File: src/sv/trilinear_volume_sampler_top_assert.svh
// assertion helpers for the sampler top module
`ifndef TRILINEAR_VOLUME_SAMPLER_TOP_ASSERT_SVH
`define TRILINEAR_VOLUME_SAMPLER_TOP_ASSERT_SVH

// same-cycle implication, checked out of reset
`define TVS_ASSERT_NOW(lbl, clk, rstn, cond, prop, msg) \
  lbl: assert property (@(posedge clk) disable iff (!rstn) (cond) |-> (prop)) \
    else $error(msg);

// next-cycle implication, checked out of reset
`define TVS_ASSERT_NEXT(lbl, clk, rstn, cond, prop, msg) \
  lbl: assert property (@(posedge clk) disable iff (!rstn) (cond) |=> (prop)) \
    else $error(msg);

`endif

File: src/sv/tvs_pkg.sv
`default_nettype none
package tvs_pkg;

  localparam int AXIS_MAX    = 32;
  localparam int VOXEL_BITS  = 16;
  localparam int FRAC_BITS   = 8;
  localparam int STORE_DEPTH = 32768;

  localparam int ADDR_W   = $clog2(STORE_DEPTH);
  localparam int POS_W    = 13;
  localparam int INT_W    = POS_W - FRAC_BITS;
  localparam int SIZE_W   = 6;
  localparam int IDX_W    = $clog2(AXIS_MAX);
  localparam int SAMPLE_W = 16;
  localparam int CFG_IDX_W = 2;

  localparam logic FUNC_WRITE  = 1'b0;
  localparam logic FUNC_SAMPLE = 1'b1;

  typedef enum logic [CFG_IDX_W-1:0] {
    CFG_SIZE_X = 2'd0,
    CFG_SIZE_Y = 2'd1,
    CFG_SIZE_Z = 2'd2
  } cfg_idx_e;

  typedef logic signed [VOXEL_BITS-1:0] voxel_t;
  typedef logic [FRAC_BITS-1:0]         frac_t;
  typedef logic [POS_W-1:0]             pos_t;
  typedef logic [ADDR_W-1:0]            addr_t;
  typedef logic [SIZE_W-1:0]            size_t;

  typedef struct packed {
    size_t sx;
    size_t sy;
    size_t sz;
  } size_set_t;

  typedef struct packed {
    frac_t fx;
    frac_t fy;
    frac_t fz;
  } frac_set_t;

  // grid extent actually used along one axis
  function automatic size_t eff_size(size_t r);
    size_t s;
    if (r < size_t'(2)) s = size_t'(2);
    else if (r > size_t'(AXIS_MAX)) s = size_t'(AXIS_MAX);
    else s = r;
    return s;
  endfunction

endpackage
`default_nettype wire

File: src/sv/tvs_lerp.sv
`default_nettype none
module tvs_lerp (
  input  wire tvs_pkg::voxel_t a_i,
  input  wire tvs_pkg::voxel_t b_i,
  input  wire tvs_pkg::frac_t  f_i,
  output tvs_pkg::voxel_t      y_o
);
  import tvs_pkg::*;

  localparam int PW = VOXEL_BITS + FRAC_BITS + 2;

  logic signed [VOXEL_BITS:0] diff;
  logic signed [PW-1:0]       prod;
  logic signed [PW-1:0]       acc;
  logic signed [PW-1:0]       step;

  // a*(S-f) + b*f = a*S + (b-a)*f, so only one product is needed
  always_comb begin
    diff = $signed({b_i[VOXEL_BITS-1], b_i}) - $signed({a_i[VOXEL_BITS-1], a_i});
    prod = PW'(diff) * PW'($signed({1'b0, f_i}));
    acc  = prod + PW'(1 << (FRAC_BITS - 1));
    step = acc >>> FRAC_BITS;
    y_o  = a_i + step[VOXEL_BITS-1:0];
  end

endmodule
`default_nettype wire

File: config.mk
export PLATFORM = sky130hd
export DESIGN_NAME = tvs_lerp
export DESIGN_NICKNAME = d
export VERILOG_FILES = /design/src/sv/trilinear_volume_sampler_top_assert.svh /design/src/sv/tvs_pkg.sv /design/src/sv/tvs_lerp.sv
export SDC_FILE = /design/constraint.sdc
export NUM_CORES = 1
export LEC_CHECK = 0
export BUFFER_PORTS_ARGS = -buffer_cell sky130_fd_sc_hd__buf_2
export CORE_MARGIN = 5
export CORE_UTILIZATION = 25
export DETAILED_ROUTE_END_ITERATION = 6
export PLACE_DENSITY_LB_ADDON = 0.05
export SLEW_MARGIN = 20
export SYNTH_ARGS = -nofsm -noshare
export SYNTH_HDL_FRONTEND = slang
export SYNTH_SLANG_ARGS = --single-unit
export TNS_END_PERCENT = 50
File: constraint.sdc
create_clock -name vclk -period 23.9
set_input_delay 4.78 -clock vclk [all_inputs]
set_output_delay 4.78 -clock vclk [all_outputs]
set_load 0.005 [all_outputs]
# Yosys cells after proc, flatten, opt, wreduce, memory -nomap -nowiden
# Cells that the tools add are included.
[totals]
register_bits = 0
inputBits = 40
out_inout_bits = 16
elab_cells = 4
[classes]
n_addsub = 3
mul = 1
[op_table]
columns = ["operator", "n"]
rows = [
  ["$add 24x9->24 const B", 1],
  ["$mul 17x9->24", 1],
  ["$sub 16x16->17", 1],
  ["$add 16x16->16", 1],
]

# Longest topological paths before layout
[depth]
ltp_word = 4
ltp_mapped = 37

# Least setup slack after synthesis
# OpenSTA, ideal clock, no wires.
[synth_timing]
kind = "in2out"
from = "input port b_i[0]"
to = "output port y_o[15]"
t_arrival_ns = 12.129
required_time_ns = 19.120
path_slack_ns = 6.991
stages = 36
path_buffers = 0
cell_sequence = "inv_1 -> ha_1 -> fa_1 -> nor2b_1 -> o2111ai_1 -> nand2_1 -> nor2_1 -> xnor2_1 -> nand2_1 -> fa_1 -> inv_1 -> fa_1 -> inv_1 -> fa_1 -> inv_1 -> fa_1 -> fa_1 -> ha_1 -> a21o_1 -> a311oi_1 -> a21oi_1 -> and2_1 -> o21a_1 -> o21a_1 -> o21ai_0 -> a21oi_1 -> ha_1 -> a21oi_1 -> nor2b_1 -> a31oi_1 -> nand2_1 -> o311ai_1 -> o21ai_1 -> a21o_1 -> a21oi_1 -> xnor3_1"
[synth_via]
elab_chain_len = 4
[synth_lines]
columns = ["item", "line", "source"]
rows = [
  ["start, declared", "tvs_lerp.sv:4", "input wire tvs_pkg::voxel_t b_i,"],
  ["$sub 16x16->17", "tvs_lerp.sv:19", "diff = $signed({b_i[VOXEL_BITS-1], b_i}) - $signed({a_i[VOXEL_BITS-1], a_i});"],
  ["$mul 17x9->24", "tvs_lerp.sv:20", "prod = PW'(diff) * PW'($signed({1'b0, f_i}));"],
  ["$add 24x9->24", "tvs_lerp.sv:21", "acc = prod + PW'(1 << (FRAC_BITS - 1));"],
  ["$add 16x16->16", "tvs_lerp.sv:23", "y_o = a_i + step[VOXEL_BITS-1:0];"],
  ["end, declared", "tvs_lerp.sv:6", "output tvs_pkg::voxel_t y_o"],
]
# No other way between the ends.

# Final worst setup path
[layout_timing]
from = "input port a_i[1]"
to = "output port y_o[15]"
[layout_via]
elab_chain_len = 4
[layout_lines]
columns = ["item", "line", "source"]
rows = [
  ["start, declared", "tvs_lerp.sv:3", "input wire tvs_pkg::voxel_t a_i,"],
  ["$sub 16x16->17", "tvs_lerp.sv:19", ""],
  ["$mul 17x9->24", "tvs_lerp.sv:20", ""],
  ["$add 24x9->24", "tvs_lerp.sv:21", ""],
  ["$add 16x16->16 (*)", "tvs_lerp.sv:23", ""],
]
# Every way passes the cells marked *; elsewhere a longest branch is shown, timed or not.

==> report_table.html <==
<table>
<tr><th>Metric</th><th>Value</th></tr>
<tr><th colspan="2">STA</th></tr>
<tr><td>Final Hold Slack</td><td>9877 ps</td></tr>
<tr><td>Post-route minimum period</td><td>18420 ps</td></tr>
<tr><td>Least-Margin Pin Slew</td><td>816.4 ps</td></tr>
<tr><td>Worst slew slack as a fraction of its limit</td><td>45.18%</td></tr>
<tr><td>Pins over their slew limit</td><td>0</td></tr>
<tr><td>Number of hold violations in the final report</td><td>0</td></tr>
<tr><td>Setup TNS</td><td>0 ps</td></tr>
<tr><td>Count of endpoints failing setup in the final report</td><td>0</td></tr>
<tr><td>Portion of the clock cycle consumed by the worst path in the final layout</td><td>77.05%</td></tr>
<tr><td>Setup repair after global routing missed its margin</td><td>no</td></tr>
<tr><td>Final WS setup</td><td>5484 ps</td></tr>
<tr><td>Fmax achieved</td><td>0.05430 GHz</td></tr>
<tr><th colspan="2">Synth</th></tr>
<tr><td>Share of synthesized area occupied by flip-flops and latches</td><td>0%</td></tr>
<tr><td>Cells after Synth</td><td>661</td></tr>
<tr><td>Total nets after synthesis</td><td>around 900</td></tr>
<tr><td>Post-synth cell types</td><td>56</td></tr>
<tr><td>Synthesis warning total</td><td>0</td></tr>
<tr><td>Avg Cell Area, Syn</td><td>8.721 um^2</td></tr>
<tr><td>Netlist area before placement</td><td>5764 um^2</td></tr>
<tr><th colspan="2">Global routing</th></tr>
<tr><td>First-pass GRT wire length</td><td>26620 um</td></tr>
<tr><td>Global route total overflow</td><td>0</td></tr>
<tr><td>Via count of the first global-routing pass</td><td>between 4000 and 5000</td></tr>
<tr><td>GR Util All Layers</td><td>12.36%</td></tr>
<tr><td>Maximum number of pins on one net before global-route repair</td><td>19</td></tr>
<tr><td>Initial antenna violation count</td><td>0</td></tr>
<tr><th colspan="2">Setup path</th></tr>
<tr><td>Slowest-stage cell, CP</td><td>sky130_fd_sc_hd__fa_1</td></tr>
<tr><td>Crit Path Category</td><td>in2out</td></tr>
<tr><td>Data required time of the critical path</td><td>19120 ps</td></tr>
<tr><td>Critical Path Fanout Max</td><td>8</td></tr>
<tr><td>Data arrival time at the worst-slack endpoint</td><td>13640 ps</td></tr>
<tr><td>Biggest cell delay along the critical path</td><td>about 560 ps</td></tr>
<tr><td>Setup crit start kind</td><td>input pin</td></tr>
<tr><td>Launching instance or port of the critical path</td><td>a_i[1]</td></tr>
<tr><td>Critical Path Sink Type</td><td>primary output</td></tr>
<tr><th colspan="2">Min path</th></tr>
<tr><td>Min-Delay Path Class</td><td>in2out</td></tr>
<tr><td>Min-Delay Startpoint</td><td>a_i[0]</td></tr>
<tr><th colspan="2">Die</th></tr>
<tr><td>Chip width</td><td>~160 um</td></tr>
<tr><td>Initial cell density of the core</td><td>approximately 25%</td></tr>
<tr><td>Die H</td><td>161.8 um</td></tr>
<tr><td>IO Pins</td><td>56</td></tr>
<tr><td>Placeable Area</td><td>22640 um^2</td></tr>
<tr><td>Placement Rows</td><td>between 50 and 60</td></tr>
<tr><td>Full die area</td><td>26190 um^2</td></tr>
<tr><th colspan="2">Final layout</th></tr>
<tr><td>Sequential cells</td><td>0</td></tr>
<tr><td>Area taken by flip-flops and latches</td><td>0 um^2</td></tr>
<tr><td>Clock buffer instance count of the final layout</td><td>0</td></tr>
<tr><td>Most common library cell in the layout ignoring fill and taps</td><td>sky130_fd_sc_hd__inv_1</td></tr>
<tr><td>Share of final-layout standard cells stronger than drive strength 1</td><td>approximately a tenth</td></tr>
<tr><td>Top library cells by usage in the layout, fill and taps aside</td><td>sky130_fd_sc_hd__inv_1 (109), sky130_fd_sc_hd__fa_1 (103), sky130_fd_sc_hd__ha_1 (92), sky130_fd_sc_hd__nand2_1 (76), sky130_fd_sc_hd__buf_2 (56)</td></tr>
<tr><td>Number of standard cells in the layout, taps in and fillers out</td><td>994</td></tr>
<tr><td>Number of nets in the layout</td><td>946</td></tr>
<tr><td>Antenna diode count</td><td>0</td></tr>
<tr><td>Final-layout fill cell count</td><td>~2500</td></tr>
<tr><td>Layout area overhead</td><td>10.70%</td></tr>
<tr><th colspan="2">Drt</th></tr>
<tr><td>Final wirelength</td><td>15800 um</td></tr>
<tr><td>Iteration-0 DRC count of the detailed router</td><td>165</td></tr>
<tr><td>Number of detailed-routing iterations run before antenna repair</td><td>4</td></tr>
<tr><td>Remaining antenna violation count</td><td>0</td></tr>
<tr><td>Remaining design rule violation count</td><td>0</td></tr>
<tr><td>DR vias/cell</td><td>4.563</td></tr>
<tr><td>Vias</td><td>around 4500</td></tr>
<tr><td>Wire length per cell after detailed routing</td><td>15.90 um</td></tr>
<tr><th colspan="2">Clock tree</th></tr>
<tr><td>Post-CTS Setup Repair Bufs</td><td>0</td></tr>
<tr><td>Number of buffers inserted for hold repair after clock tree synthesis</td><td>0</td></tr>
<tr><td>Cells resized by post-CTS repair</td><td>0</td></tr>
<tr><th colspan="2">Placement</th></tr>
<tr><td>HPWL after detailed placement</td><td>13700 um</td></tr>
<tr><td>Total instance count after detailed placement</td><td>994</td></tr>
<tr><td>Number of buffers inserted by port buffering</td><td>56</td></tr>
<tr><td>Final GP Congestion</td><td>roughly 0.76</td></tr>
<tr><td>Setup Slack @ Placement</td><td>5428 ps</td></tr>
<tr><th colspan="2">Status</th></tr>
<tr><td>Status</td><td>finished clean</td></tr>
<tr><th colspan="2">Run</th></tr>
<tr><td>Max-capacitance violation count</td><td>0</td></tr>
</table>
==> layout make-up <==
| type | count | area (um^2) | share of cell area [%] |
|---|---|---|---|
| Inverter | 109 | 409.1 | 6.412 |
| Multi-Input combinational cell | 540 | 5305 | 83.14 |
| Timing Repair Buffer | 60 | 310.3 | 4.863 |
| Tap cell | 285 | 356.6 | 5.588 |
==> metal layers <==
layer / vias up / share of wire, % / GRT usage (%)
met3: 2 / 1.7 / 0.3552
met2: 54 / 51 / 22.56
met5: - / 0 / 0
met1: 2245 / 47 / 17.35
li1: 2235 / - / -
met4: 0 / 0.18 / 0.2307
==> worst paths after layout <==
check	to	slack [ps]	cells after the start
worst max-delay path	y_o[15]	5480	38
worst min-delay path	y_o[0]	9880	3
==> critical path, delay by kind of cell <==
family | cells | cell delay (ps)
AO/OA/AOI/OAI | 18 | 3690
adder cells (fa/ha/maj) | 8 | 3230
AND/OR/NAND/NOR | 7 | 1230
buffers and inverters | 4 | 390
XOR/XNOR | 1 | 320
==> synth_stat cells, drive strengths merged (2+ instances only) <==
cell / number / share of area (%)
clkbuf: 9 / 0.59
o211ai: 7 / 1.0
a21o: 9 / 1.2
fa: 103 / 36
nand4: 2 / 0.22
and2: 44 / 4.8
a31oi: 4 / 0.69
a21boi: 3 / 0.39
o22ai: 3 / 0.43
and3: 4 / 0.43
nand2b: 9 / 0.98
ha: 92 / 20
or3: 2 / 0.22
o2111a: 2 / 0.39
o211a: 2 / 0.35
nand3b: 2 / 0.26
o21ai: 18 / 1.6
inv: 109 / 7.1
nor2: 31 / 2.0
nor2b: 11 / 1.2
xor2: 9 / 1.4
a31o: 2 / 0.46
nor3: 11 / 0.96
buf: 3 / 0.28
or2: 5 / 0.54
nand3: 9 / 0.78
a21oi: 22 / 2.2
nand2: 76 / 4.9
xnor2: 33 / 5.0
a211oi: 3 / 0.48
o21a: 7 / 0.91
a311oi: 2 / 0.30
==> kinds of logic after synthesis <==
logic type | share of synthesized area, %
AOI/OAI and AO/OA | 11.55
xor gates and xnor gates | 6.772
adders and majority gates | 55.74
buffers and inverters | 7.966
and+or+nand+nor | 17.97
==> per-stage QoR <==
| stage | util (%) | cell area (um^2) |
|---|---|---|
| after floorplan | - | 5764 |
| after global placement | 28.18 | 6381 |
| after detailed placement | 28.18 | 6381 |
| after CTS | 28.18 | 6381 |
| after global routing | 28.18 | 6381 |
| final | 28.18 | 6381 |
Power is left out: the tool's default activity adds up to more than one toggle a clock period on the data nets, which glitch-free logic cannot reach.
