File: src/sv/trilinear_volume_sampler_top_assert.svh
// assertion helpers for the sampler top module
`ifndef TRILINEAR_VOLUME_SAMPLER_TOP_ASSERT_SVH
`define TRILINEAR_VOLUME_SAMPLER_TOP_ASSERT_SVH

// same-cycle implication, checked out of reset
`define TVS_ASSERT_NOW(lbl, clk, rstn, cond, prop, msg) \
  lbl: assert property (@(posedge clk) disable iff (!rstn) (cond) |-> (prop)) \
    else $error(msg);

// next-cycle implication, checked out of reset
`define TVS_ASSERT_NEXT(lbl, clk, rstn, cond, prop, msg) \
  lbl: assert property (@(posedge clk) disable iff (!rstn) (cond) |=> (prop)) \
    else $error(msg);

`endif

File: src/sv/tvs_pkg.sv
`default_nettype none
package tvs_pkg;

  localparam int AXIS_MAX    = 32;
  localparam int VOXEL_BITS  = 16;
  localparam int FRAC_BITS   = 8;
  localparam int STORE_DEPTH = 32768;

  localparam int ADDR_W   = $clog2(STORE_DEPTH);
  localparam int POS_W    = 13;
  localparam int INT_W    = POS_W - FRAC_BITS;
  localparam int SIZE_W   = 6;
  localparam int IDX_W    = $clog2(AXIS_MAX);
  localparam int SAMPLE_W = 16;
  localparam int CFG_IDX_W = 2;

  localparam logic FUNC_WRITE  = 1'b0;
  localparam logic FUNC_SAMPLE = 1'b1;

  typedef enum logic [CFG_IDX_W-1:0] {
    CFG_SIZE_X = 2'd0,
    CFG_SIZE_Y = 2'd1,
    CFG_SIZE_Z = 2'd2
  } cfg_idx_e;

  typedef logic signed [VOXEL_BITS-1:0] voxel_t;
  typedef logic [FRAC_BITS-1:0]         frac_t;
  typedef logic [POS_W-1:0]             pos_t;
  typedef logic [ADDR_W-1:0]            addr_t;
  typedef logic [SIZE_W-1:0]            size_t;

  typedef struct packed {
    size_t sx;
    size_t sy;
    size_t sz;
  } size_set_t;

  typedef struct packed {
    frac_t fx;
    frac_t fy;
    frac_t fz;
  } frac_set_t;

  // grid extent actually used along one axis
  function automatic size_t eff_size(size_t r);
    size_t s;
    if (r < size_t'(2)) s = size_t'(2);
    else if (r > size_t'(AXIS_MAX)) s = size_t'(AXIS_MAX);
    else s = r;
    return s;
  endfunction

endpackage
`default_nettype wire

File: src/sv/tvs_addr_gen.sv
`default_nettype none
module tvs_addr_gen (
  input  wire logic               clk_i,
  input  wire logic               load_i,
  input  wire tvs_pkg::pos_t      pos_x_i,
  input  wire tvs_pkg::pos_t      pos_y_i,
  input  wire tvs_pkg::pos_t      pos_z_i,
  input  wire tvs_pkg::size_set_t sizes_i,
  input  wire logic [2:0]         corner_i,
  output tvs_pkg::addr_t          addr_o,
  output tvs_pkg::frac_set_t      frac_o
);
  import tvs_pkg::*;

  localparam int SXY_W   = 2 * SIZE_W;
  localparam int PLANE_W = IDX_W + SXY_W;
  localparam int ROW_W   = IDX_W + SIZE_W;

  pos_t px_q, py_q, pz_q;
  logic [IDX_W-1:0] i0_d, i1_d, j0_d, j1_d, k0_d, k1_d;
  logic [IDX_W-1:0] i0_q, i1_q, j0_q, j1_q, k0_q, k1_q;
  logic [SXY_W-1:0] sxy_q;
  size_t sx, sy, sz;
  addr_t plane0_q, plane1_q, row0_q, row1_q;
  logic [IDX_W-1:0] i0_r, i1_r;
  addr_t plane, row;
  logic [IDX_W-1:0] col;

  // integer part clamped into the grid, upper neighbor clamped at the last plane
  function automatic void split_axis(input pos_t p, input size_t s,
                                     output logic [IDX_W-1:0] lo,
                                     output logic [IDX_W-1:0] hi);
    logic [INT_W-1:0] ip;
    size_t            sm1;
    ip  = p[POS_W-1:FRAC_BITS];
    sm1 = s - size_t'(1);
    if (size_t'(ip) > sm1) lo = IDX_W'(sm1);
    else lo = IDX_W'(ip);
    if (size_t'(lo) == sm1) hi = IDX_W'(sm1);
    else hi = lo + IDX_W'(1);
  endfunction

  always_comb begin
    sx = eff_size(sizes_i.sx);
    sy = eff_size(sizes_i.sy);
    sz = eff_size(sizes_i.sz);
    split_axis(px_q, sx, i0_d, i1_d);
    split_axis(py_q, sy, j0_d, j1_d);
    split_axis(pz_q, sz, k0_d, k1_d);
  end

  // position held for the whole sample, the two stages below just follow it
  always_ff @(posedge clk_i) begin
    if (load_i) begin
      px_q <= pos_x_i;
      py_q <= pos_y_i;
      pz_q <= pos_z_i;
    end
    i0_q  <= i0_d;
    i1_q  <= i1_d;
    j0_q  <= j0_d;
    j1_q  <= j1_d;
    k0_q  <= k0_d;
    k1_q  <= k1_d;
    sxy_q <= SXY_W'(sx) * SXY_W'(sy);
    plane0_q <= ADDR_W'(PLANE_W'(k0_q) * PLANE_W'(sxy_q));
    plane1_q <= ADDR_W'(PLANE_W'(k1_q) * PLANE_W'(sxy_q));
    row0_q   <= ADDR_W'(ROW_W'(j0_q) * ROW_W'(sx));
    row1_q   <= ADDR_W'(ROW_W'(j1_q) * ROW_W'(sx));
    i0_r     <= i0_q;
    i1_r     <= i1_q;
  end

  // corner bit 0 picks x hi, bit 1 y hi, bit 2 z hi
  always_comb begin
    plane  = corner_i[2] ? plane1_q : plane0_q;
    row    = corner_i[1] ? row1_q : row0_q;
    col    = corner_i[0] ? i1_r : i0_r;
    addr_o = plane + row + addr_t'(col);
    frac_o.fx = px_q[FRAC_BITS-1:0];
    frac_o.fy = py_q[FRAC_BITS-1:0];
    frac_o.fz = pz_q[FRAC_BITS-1:0];
  end

endmodule
`default_nettype wire

File: config.mk
export PLATFORM = sky130hd
export DESIGN_NAME = tvs_addr_gen
export DESIGN_NICKNAME = d
export VERILOG_FILES = /design/src/sv/trilinear_volume_sampler_top_assert.svh /design/src/sv/tvs_pkg.sv /design/src/sv/tvs_addr_gen.sv
export SDC_FILE = /design/constraint.sdc
export NUM_CORES = 1
export LEC_CHECK = 0
export ABC_AREA = 1
export BUFFER_PORTS_ARGS = -buffer_cell sky130_fd_sc_hd__buf_2
export CORE_MARGIN = 8
export CORE_UTILIZATION = 42
export CTS_CLUSTER_DIAMETER = 150
export DETAILED_ROUTE_END_ITERATION = 6
export GPL_TIMING_DRIVEN = 0
export HOLD_SLACK_MARGIN = 0.1
export SLEW_MARGIN = 20
export SYNTH_ARGS = -nofsm -noshare
export SYNTH_HDL_FRONTEND = slang
export SYNTH_SLANG_ARGS = --single-unit
File: constraint.sdc
create_clock -name clk_i -period 4.5 [get_ports clk_i]
set_input_delay 0.675 -clock clk_i [delete_from_list [all_inputs] [get_ports clk_i]]
set_output_delay 0.675 -clock clk_i [all_outputs]
set_load 0.01 [all_outputs]
; ---- After elaboration in Yosys (flattened, before gate mapping)
; Index checks and enable logic that the tools add are counted.
[totals]
register_bits = 143
latch_bits = 0
mem_bits_rw = 0
mem_bits_ro = 0
output_inout_bits = 39
wordCells = 56
memories = 0
[op_classes]
n_addsub = 8
mul = 5
div_mod_pow = 0
n_lt_le_gt_ge = 9
n_eq_ne = 3
shift = 0
n_mux = 15
n_bitwise = 0
reduce_logical = 0
[ops]
columns = operator, count
row1 = $mux 6, 6
row2 = $mux 5, 7
row3 = $mul 5x12->15, 2
row4 = $mul 5x6->11, 2
row5 = $eq 5x6->1, 3
row6 = $gt 5x6->1, 3
row7 = $gt 6x6->1 const B, 3
row8 = $lt 6x2->1 const B, 3
row9 = $sub 6x1->6 const B, 3
row10 = $add 15x11->15, 1
row11 = $add 15x5->15, 1
row12 = $add 5x1->5 const B, 3
row13 = $mux 15, 1
row14 = $mul 6x6->12, 1
row15 = $mux 11, 1

; ---- Logic depth before layout (Yosys ltp)
; Gate-level depths: netlist of run 1.
[logic_depth]
ltp_word = 8
depth_mapped = 24
ltp_nobuf = 22

; ---- Worst setup path after synthesis of run 1
; No wires, ideal clock.
[synth_path]
kind = input -> output
from = input port corner_i[2]
to = output port addr_o[13]
arrival_ns = 4.159
required_ns = 3.825
path_slack_ns = -0.334
stages = 15
n_path_buf = 2
path_cell_list = clkbuf_1 buf_1 mux2_2 fa_1 ha_1 inv_1 fa_1 o21ai_0 a21oi_1 o21bai_1 a31oi_1 o21ai_0 a21oi_1 nor2_1 xor2_1
[synth_between]
elab_chain_cells = 3
[synth_rtl]
columns = item, line_no
row1 = "start, declared", tvs_addr_gen.sv:9  ; input wire logic [2:0] corner_i,
row2 = $mux 15, tvs_addr_gen.sv:76  ; plane = corner_i[2] ? plane1_q : plane0_q;
row3 = $add 15x11->15, tvs_addr_gen.sv:79  ; addr_o = plane + row + addr_t'(col);
row4 = $add 15x5->15, tvs_addr_gen.sv:79
row5 = "end, declared", tvs_addr_gen.sv:10  ; output tvs_pkg::addr_t addr_o,
; No other way between the ends.

; ---- Worst setup path in the final report of run 1
[layout_path]
from = input port corner_i[2]
to = output port addr_o[7]
; Same word-level chain as after synthesis.

==> results of run 1 <==
==> kinds of logic (layout without fill, tap and decap cells) <==
logic type,Yosys count,in the layout,share of synthesized area
multiplexers,30,30,0.0268
adder cells (fa/ha/maj),235,235,0.304
flip-flops,143,143,0.265
buffers and inverters,350,484,0.117
AND/OR/NAND/NOR,548,548,0.191
XOR/XNOR,70,70,0.0500
AO/OA/AOI/OAI,106,106,0.0461
==> routing by layer <==
| layer | vias up | global-route usage |
|---|---|---|
| met2 | 145 | 0.253 |
| met1 | 4350 | 0.198 |
| met3 | 14 | 0.0375 |
| met5 | - | 0 |
| met4 | 2 | 0.0336 |
| li1 | 4794 | - |
==> cell type report <==
type | count | share of cell area
multi-input combinational | 989 | 0.547
sequential | 143 | 0.233
inverter | 290 | 0.0783
timing repair buffer | 111 | 0.0432
tap | 384 | 0.0343
clock buffer | 18 | 0.0309
buffer | 51 | 0.0244
clock inverter | 14 | 0.00884
==> Yosys cell counts (2+ instances only) <==
library cell	n	area share
sky130_fd_sc_hd__o2111ai_1	3	0.0021
sky130_fd_sc_hd__nand3_2	4	0.0033
sky130_fd_sc_hd__nand2_4	5	0.0046
sky130_fd_sc_hd__a31oi_1	3	0.0015
sky130_fd_sc_hd__buf_4	26	0.016
sky130_fd_sc_hd__fa_1	105	0.17
sky130_fd_sc_hd__inv_1	283	0.087
sky130_fd_sc_hd__nand2_1	314	0.096
sky130_fd_sc_hd__inv_2	4	0.0012
sky130_fd_sc_hd__nor2_2	5	0.0025
sky130_fd_sc_hd__clkbuf_1	28	0.0086
sky130_fd_sc_hd__nand3_1	82	0.033
sky130_fd_sc_hd__nor2_1	107	0.033
sky130_fd_sc_hd__buf_2	3	0.0012
sky130_fd_sc_hd__nand3b_1	4	0.0024
sky130_fd_sc_hd__ha_1	130	0.13
sky130_fd_sc_hd__xnor2_1	21	0.015
sky130_fd_sc_hd__nand2_2	15	0.0076
sky130_fd_sc_hd__mux2i_1	7	0.0057
sky130_fd_sc_hd__dfxtp_1	104	0.17
sky130_fd_sc_hd__a21oi_1	62	0.025
sky130_fd_sc_hd__o21bai_1	4	0.0024
sky130_fd_sc_hd__nor2_4	2	0.0018
sky130_fd_sc_hd__nand4_1	5	0.0025
sky130_fd_sc_hd__o21ai_0	31	0.013
sky130_fd_sc_hd__xor2_1	49	0.035
sky130_fd_sc_hd__or2_4	2	0.0014
sky130_fd_sc_hd__clkinv_1	2	0.00061
sky130_fd_sc_hd__edfxtp_1	39	0.095
sky130_fd_sc_hd__mux2_2	23	0.021
==> what timing repair did <==
action / CTS / global route
endpoints found under the setup margin: 9 / 15
gates resized for setup: 14 / 33
buffers inserted: 11 / 3
pin swaps: 4 / 8
==> state kept, by name (all words and copies together) (netlist names) <==
signal / cells
plane0_q: 15
plane1_q: 15
px_q: 13
py_q: 13
pz_q: 13
sxy_q: 12
row0_q: 11
row1_q: 11
i0_q: 5
i0_r: 5
i1_q: 5
i1_r: 5
j0_q: 5
j1_q: 5
k0_q: 5
k1_q: 5
==> stage by stage <==
stage	std cells	TNS, ns	setup slack [ns]
6_report	2000	0	0.142
5_1_grt	2000	-0.0198	-0.0198
4_1_cts	2003	0	0.00102
3_5_place_dp	1963	-5.05	-0.589
3_3_place_gp	1963	-4.39	-0.540
2_1_floorplan	1482	0	0.0123
==> how the worst max path moves through the flow <==
stage                     slack, ns            to  cells past startpoint         from
final                          0.14     addr_o[7]                     17  corner_i[2]
after CTS                     0.001  plane1_q[12]                     17     sxy_q[1]
after global placement        -0.54    addr_o[13]                     16  corner_i[1]
after detailed placement      -0.59     sxy_q[10]                     19  sizes_i[17]
after floorplan                0.01    addr_o[13]                     15  corner_i[2]
after global routing          -0.02    row0_q[10]                     19  sizes_i[17]
==> report_power, final <==
group          internal (µW)  total (µW)  switching (µW)
registers               1730        1920             192
logic                   1940        4700            2760
clock network            733        1370             637
==> flow_summary.yaml, run 1 <==
yosys:
  syn-num-nets: 1779
  synthDistinctLibCells: 40
  synth-edff-count: 39
  yosys_warnings: 0
  postSynthCellCount: 1482
  synth_sequential_area_ratio: 0.265
  postSynthRegisterBits: 143
  syn-cell-area_um2: 12300
  syn_area_per_cell_um2: 8.28
  synth_top_flop_cell: "sky130_fd_sc_hd__dfxtp_1"
  synth_async_sr_flop_share: 0
die:
  std_cell_rows: 62
  top_level_ports: 101
  initial_util: 0.428
  die_width_um: 187
  coreArea_um2: 28700
  dieHeight_um: 187
  fp.dieArea_um2: 34900
timing:
  finalMaxSlewViolations: 0
  layout_min_cycle_time_ns: 4.36
  setup_viol: 0
  final_hold_slack_ns: 0.325
  post_route_skew_ns: 0.0158
  finalCritPeriodShare: 0.969
  max_slew.worst_pin.slew_ns: 0.892
  fmaxAchievable_ghz: 0.229
  max-slew-margin-rel: 0.406
  finalHoldViolations: 0
place:
  place.gp.congestion: 0.838
  place_hpwl_um: 21300
  numPortBuffers: 97
  placedInstanceArea_um2: 13200
cts:
  ctsHtreeMaxLevel: 4
  maximum_root_to_sink_buffer_count: 2
  clkLatencyLatePin_ns: 0.42
  clockRootBuffer: "sky130_fd_sc_hd__clkbuf_16"
  cts.clk_slew.worst_paths_ns: 0.06
  tritoncts.num_buffers: 17
  tritoncts: "yes"
  cts_num_sinks: 143
  postCtsHoldBufs: 0
finish:
  num-nets-final: 1900
  diodes: 0
  most_common_cell_after_layout_fill_and_taps_aside: "sky130_fd_sc_hd__nand2_1"
  layout-drive-gt1-share: 0.167
  area_growth_syn_to_layout_pct: 14.2
  final_core_utilization: 0.488
  regArea_um2: 3260
  layout.cell_area.non_filler_um2: 14000
  final.fill_count: 2793
  multiInputGateArea_um2: 7670
  most-common-layout-cells: "sky130_fd_sc_hd__nand2_1 (313), sky130_fd_sc_hd__inv_1 (281), sky130_fd_sc_hd__ha_1 (129), sky130_fd_sc_hd__nor2_1 (105), sky130_fd_sc_hd__fa_1 (104)"
global_routing:
  antenna_found_initial: 1
  grt_start_max_net_pins: 40
  globalRouteTotalUtil: 0.152
  grt_pass1_vias: 9342
  gr-total-overflow: 0
  global_route_wire_length_before_repair_um: 44500
detailed_routing:
  m1WireLength_um: 12800
  route.met2.wl_um: 12200
  route.final.wire_length_um: 26400
  route.vias.total: 9305
  met3_wirelength_um: 1210
  final_antenna_net_count: 0
  wl_per_cell_um: 13.2
  drc_errors: 0
  first_iter_violations: 384
  maxUsedRoutingLayer: "met5"
  route.detailed.vias_per_inst: 4.65
  firstDrtPassIters: 4
power_and_ir_drop:
  power.ir.vdd_worst_v: 0.000273
  post-layout-total-power_uw: 7990
  pwr_density_cell_nw_per_um2: 570
  total_leakage_power_uw: 0.00771
critical_path:
  worst_ep_arrival_time_ns: 3.68
  cp_num_buf_inv: 9
  critical_path.endpoint_type: "primary output"
  crit_path_top_delay_cell: "sky130_fd_sc_hd__fa_1"
  cp_top_family: "buffers and inverters"
  reg2reg_slack_ns: 0.32
  timing.critical_path.cells: "clkbuf_8, buf_8, mux2_2, fa_1, ha_1, a21oi_1, o21ai_2, a21oi_2, o21bai_2, buf_4, buf_4, buf_4, buf_4, buf_4, buf_4, xor2_1, buf_2"
  r2r_start: "k0_q[3]"
  worst_path_most_repeated_cell: "sky130_fd_sc_hd__buf_4"
  worst_path_required_time_ns: 3.83
  worst-setup-path-type: "input port to primary output"
  critPathMaxFanout: 7
  critPathMaxStageDelay_ns: 0.47
  ff2ff_path_depth: 17
  startpoint_type: "input port"
  crit-reg2reg-capture: "plane0_q[12]"
worst_hold_path:
  hold_depth: 0
  worst_hold_path_type: "register to register"
  min_from: "i1_q[4]"
  worstHoldEndpoint: "i1_r[4]"
outcome:
  run_status: "finished, final reports clean"
run:
  max-cap-violations: 0
Note: power is estimated with default switching activity, not from simulation.
==> inputs of run 2 (changes only) <==
--- a/config.mk
+++ b/config.mk
@@ -13,6 +13,7 @@
 export DETAILED_ROUTE_END_ITERATION = 6
 export GPL_TIMING_DRIVEN = 0
 export HOLD_SLACK_MARGIN = 0.1
+export REMOVE_ABC_BUFFERS = 1
 export SLEW_MARGIN = 20
 export SYNTH_ARGS = -nofsm -noshare
 export SYNTH_HDL_FRONTEND = slang
==> constraint.sdc (replaced) <==
create_clock -name clk_i -period 5.4 [get_ports clk_i]
set_input_delay 0.81 -clock clk_i [delete_from_list [all_inputs] [get_ports clk_i]]
set_output_delay 0.81 -clock clk_i [all_outputs]
set_load 0.01 [all_outputs]
==> run 2 against run 1 <==
  * First-iteration DRC count increased by 1.6%
  * Via count decreased by 2.5%
  * Global-route usage decreased by 0.55 points
  * Register-to-register slack improved by 0.87 ns
  * Power decreased by 20%
  * Core utilization decreased by 1.8 points
==> flow_summary.yaml, run 2 (synthesis gave the netlist of run 1 again) <==
outcome:
  run_status: "finished, final reports clean"
critical_path:
  ff2ff_path_depth: 16
  critical_path.endpoint_type: "register"
  worst_path_required_time_ns: 5.71
  crit-reg2reg-capture: "plane1_q[12]"
  r2r_start: "k1_q[4]"
  worst-setup-path-type: "input port to register"
  critPathMaxFanout: 16
  reg2reg_slack_ns: 1.19
  worst_ep_arrival_time_ns: 5.40
  startpoint_type: "input port"
timing:
  setup_viol: 0
  finalCritPeriodShare: 0.943
  fmaxAchievable_ghz: 0.196
  post_route_skew_ns: 0.0112
  max-slew-margin-rel: 0.395
  grt_setup_unrepaired: "no"
  max_slew.worst_pin.slew_ns: 0.907
  finalHoldViolations: 0
  layout_min_cycle_time_ns: 5.09
  finalMaxSlewViolations: 0
cts:
  cts.clk_slew.worst_paths_ns: 0.06
  tritoncts.num_buffers: 17
  clockRootBuffer: "sky130_fd_sc_hd__clkbuf_16"
  maximum_root_to_sink_buffer_count: 2
  cts_num_sinks: 143
  ctsHtreeMaxLevel: 4
  clkLatencyLatePin_ns: 0.42
  tritoncts: "yes"
place:
  dp_cells: 1906
  placedInstanceArea_um2: 12900
  numPortBuffers: 100
  place_hpwl_um: 20400
  place.gp.congestion: 0.824
finish:
  diodes: 0
  layout-drive-gt1-share: 0.127
  instances_no_fill: 1938
  largest_registers: "plane0_q (15), plane1_q (15)"
  multiInputGateArea_um2: 7590
  num-nets-final: 1838
  final_core_utilization: 0.470
  final.fill_count: 2822
  most-common-layout-cells: "sky130_fd_sc_hd__nand2_1 (314), sky130_fd_sc_hd__inv_1 (283), sky130_fd_sc_hd__ha_1 (130), sky130_fd_sc_hd__nor2_1 (105), sky130_fd_sc_hd__fa_1 (105)"
  layout.cell_area.non_filler_um2: 13500
  area_growth_syn_to_layout_pct: 10.1
  most_common_cell_after_layout_fill_and_taps_aside: "sky130_fd_sc_hd__nand2_1"
  regArea_um2: 3250
detailed_routing:
  route.detailed.vias_per_inst: 4.68
  drc_errors: 0
  wl_per_cell_um: 12.9
  final_antenna_net_count: 0
  route.final.wire_length_um: 24900
  firstDrtPassIters: 5
  first_iter_violations: 390
  route.vias.total: 9068
power_and_ir_drop:
  power.combinational.fraction: 0.554
  total_leakage_power_uw: 0.00743
  pwr_density_cell_nw_per_um2: 474
  power_share_of_the_sequential_group: 0.261
  clockPowerShare: 0.184
  power.ir.vdd_worst_v: 0.000198
  power.share.switching: 0.448
  netSwitchingPower_uw: 2860
  internal-power_uw: 3530
worst_hold_path:
  min_from: "i0_q[4]"
  worstHoldEndpoint: "i0_r[4]"
  worst_hold_path_type: "register to register"
  hold_depth: 0
die:
  die_width_um: 187
  initial_util: 0.428
  dieHeight_um: 187
  top_level_ports: 101
  coreArea_um2: 28700
  fp.dieArea_um2: 34900
  std_cell_rows: 62
run:
  max-cap-violations: 0
global_routing:
  global_route_wire_length_before_repair_um: 43200
  gr-total-overflow: 0
  grt_pass1_vias: 9294
  globalRouteTotalUtil: 0.147
  grt_start_max_net_pins: 40
  antenna_found_initial: 0
## run 2: cell types whose count changed in the layout (fill, tap and decap cells not counted), sizes merged
cell	delta
buf	-44
clkbuf	-19
bufinv	+1
inv	+1
clkinvlp	-1
## run 2: worst max-delay path by stage
stage / end / from / cells past startpoint
finish: row0_q[10] / sizes_i[17] / 18
global route: row0_q[9] / sizes_i[17] / 19
CTS: addr_o[13] / corner_i[2] / 15
detailed placement: row0_q[10] / sizes_i[17] / 18
global placement: row0_q[10] / sizes_i[17] / 18
floorplan: sxy_q[11] / sizes_i[14] / 18
## run 2: repair_timing
item                                    CTS  global route
endpoints found under the setup margin    1             3
hold buffers                              0             0
gates resized for setup                   1             3
setup buffers                             0             0
## run 2: layout make-up
| class | instances | share of cell area |
|---|---|---|
| tap | 384 | 0.0356 |
| multi-input combinational | 989 | 0.562 |
| sequential | 143 | 0.241 |
| clock buffer | 17 | 0.0315 |
| timing repair buffer | 100 | 0.0372 |
| clock inverter | 15 | 0.0122 |
| inverter | 290 | 0.0808 |
## run 2: routing by layer
layer  wire length (µm)  up-vias  part of all wire  GRT usage
met2              11700      155              0.47      0.250
met4                253        0             0.010     0.0315
met1              11800     4229              0.47      0.188
li1                   -     4668                 -          -
met5                  0        -                 0          0
met3               1100       16             0.044     0.0330
## run 2: worst max-delay path, stage by stage
cell                       delay [ns]
sky130_fd_sc_hd__buf_2           0.24
sky130_fd_sc_hd__nor2_2          0.51
sky130_fd_sc_hd__clkinv_1        0.48
sky130_fd_sc_hd__nor2_1          0.26
sky130_fd_sc_hd__fa_1            0.48
sky130_fd_sc_hd__fa_1            0.54
sky130_fd_sc_hd__inv_1           0.05
sky130_fd_sc_hd__fa_1            0.52
sky130_fd_sc_hd__inv_1           0.04
sky130_fd_sc_hd__ha_1            0.33
sky130_fd_sc_hd__nand2_1         0.06
sky130_fd_sc_hd__o21ai_0         0.28
sky130_fd_sc_hd__a21oi_1         0.11
sky130_fd_sc_hd__nor2_1          0.10
sky130_fd_sc_hd__nor2_1          0.07
sky130_fd_sc_hd__o21ai_0         0.14
sky130_fd_sc_hd__a21oi_1         0.09
sky130_fd_sc_hd__xnor2_1         0.27
## run 2: metrics by stage
step / hold slack [ns] / setup WS, ns / setup TNS (ns) / power [µW]
finish: 0.327 / 0.309 / 0 / 6390
global route: 0.332 / 0.0436 / 0 / 7080
CTS: 0.327 / 0.0957 / 0 / 6480
detailed placement: 0.312 / -0.449 / -2.44 / 5250
global placement: 0.313 / -0.413 / -1.87 / 5200
floorplan: 0.310 / 0.756 / 0 / 4270
## run 2: power groups by stage
stage	clock [µW]	combinational [µW]	sequential (µW)
finish	1180	3550	1670
global route	1260	4110	1710
CTS	1210	3590	1670
detailed placement	0	3550	1700
global placement	0	3510	1690
floorplan	0	2660	1610
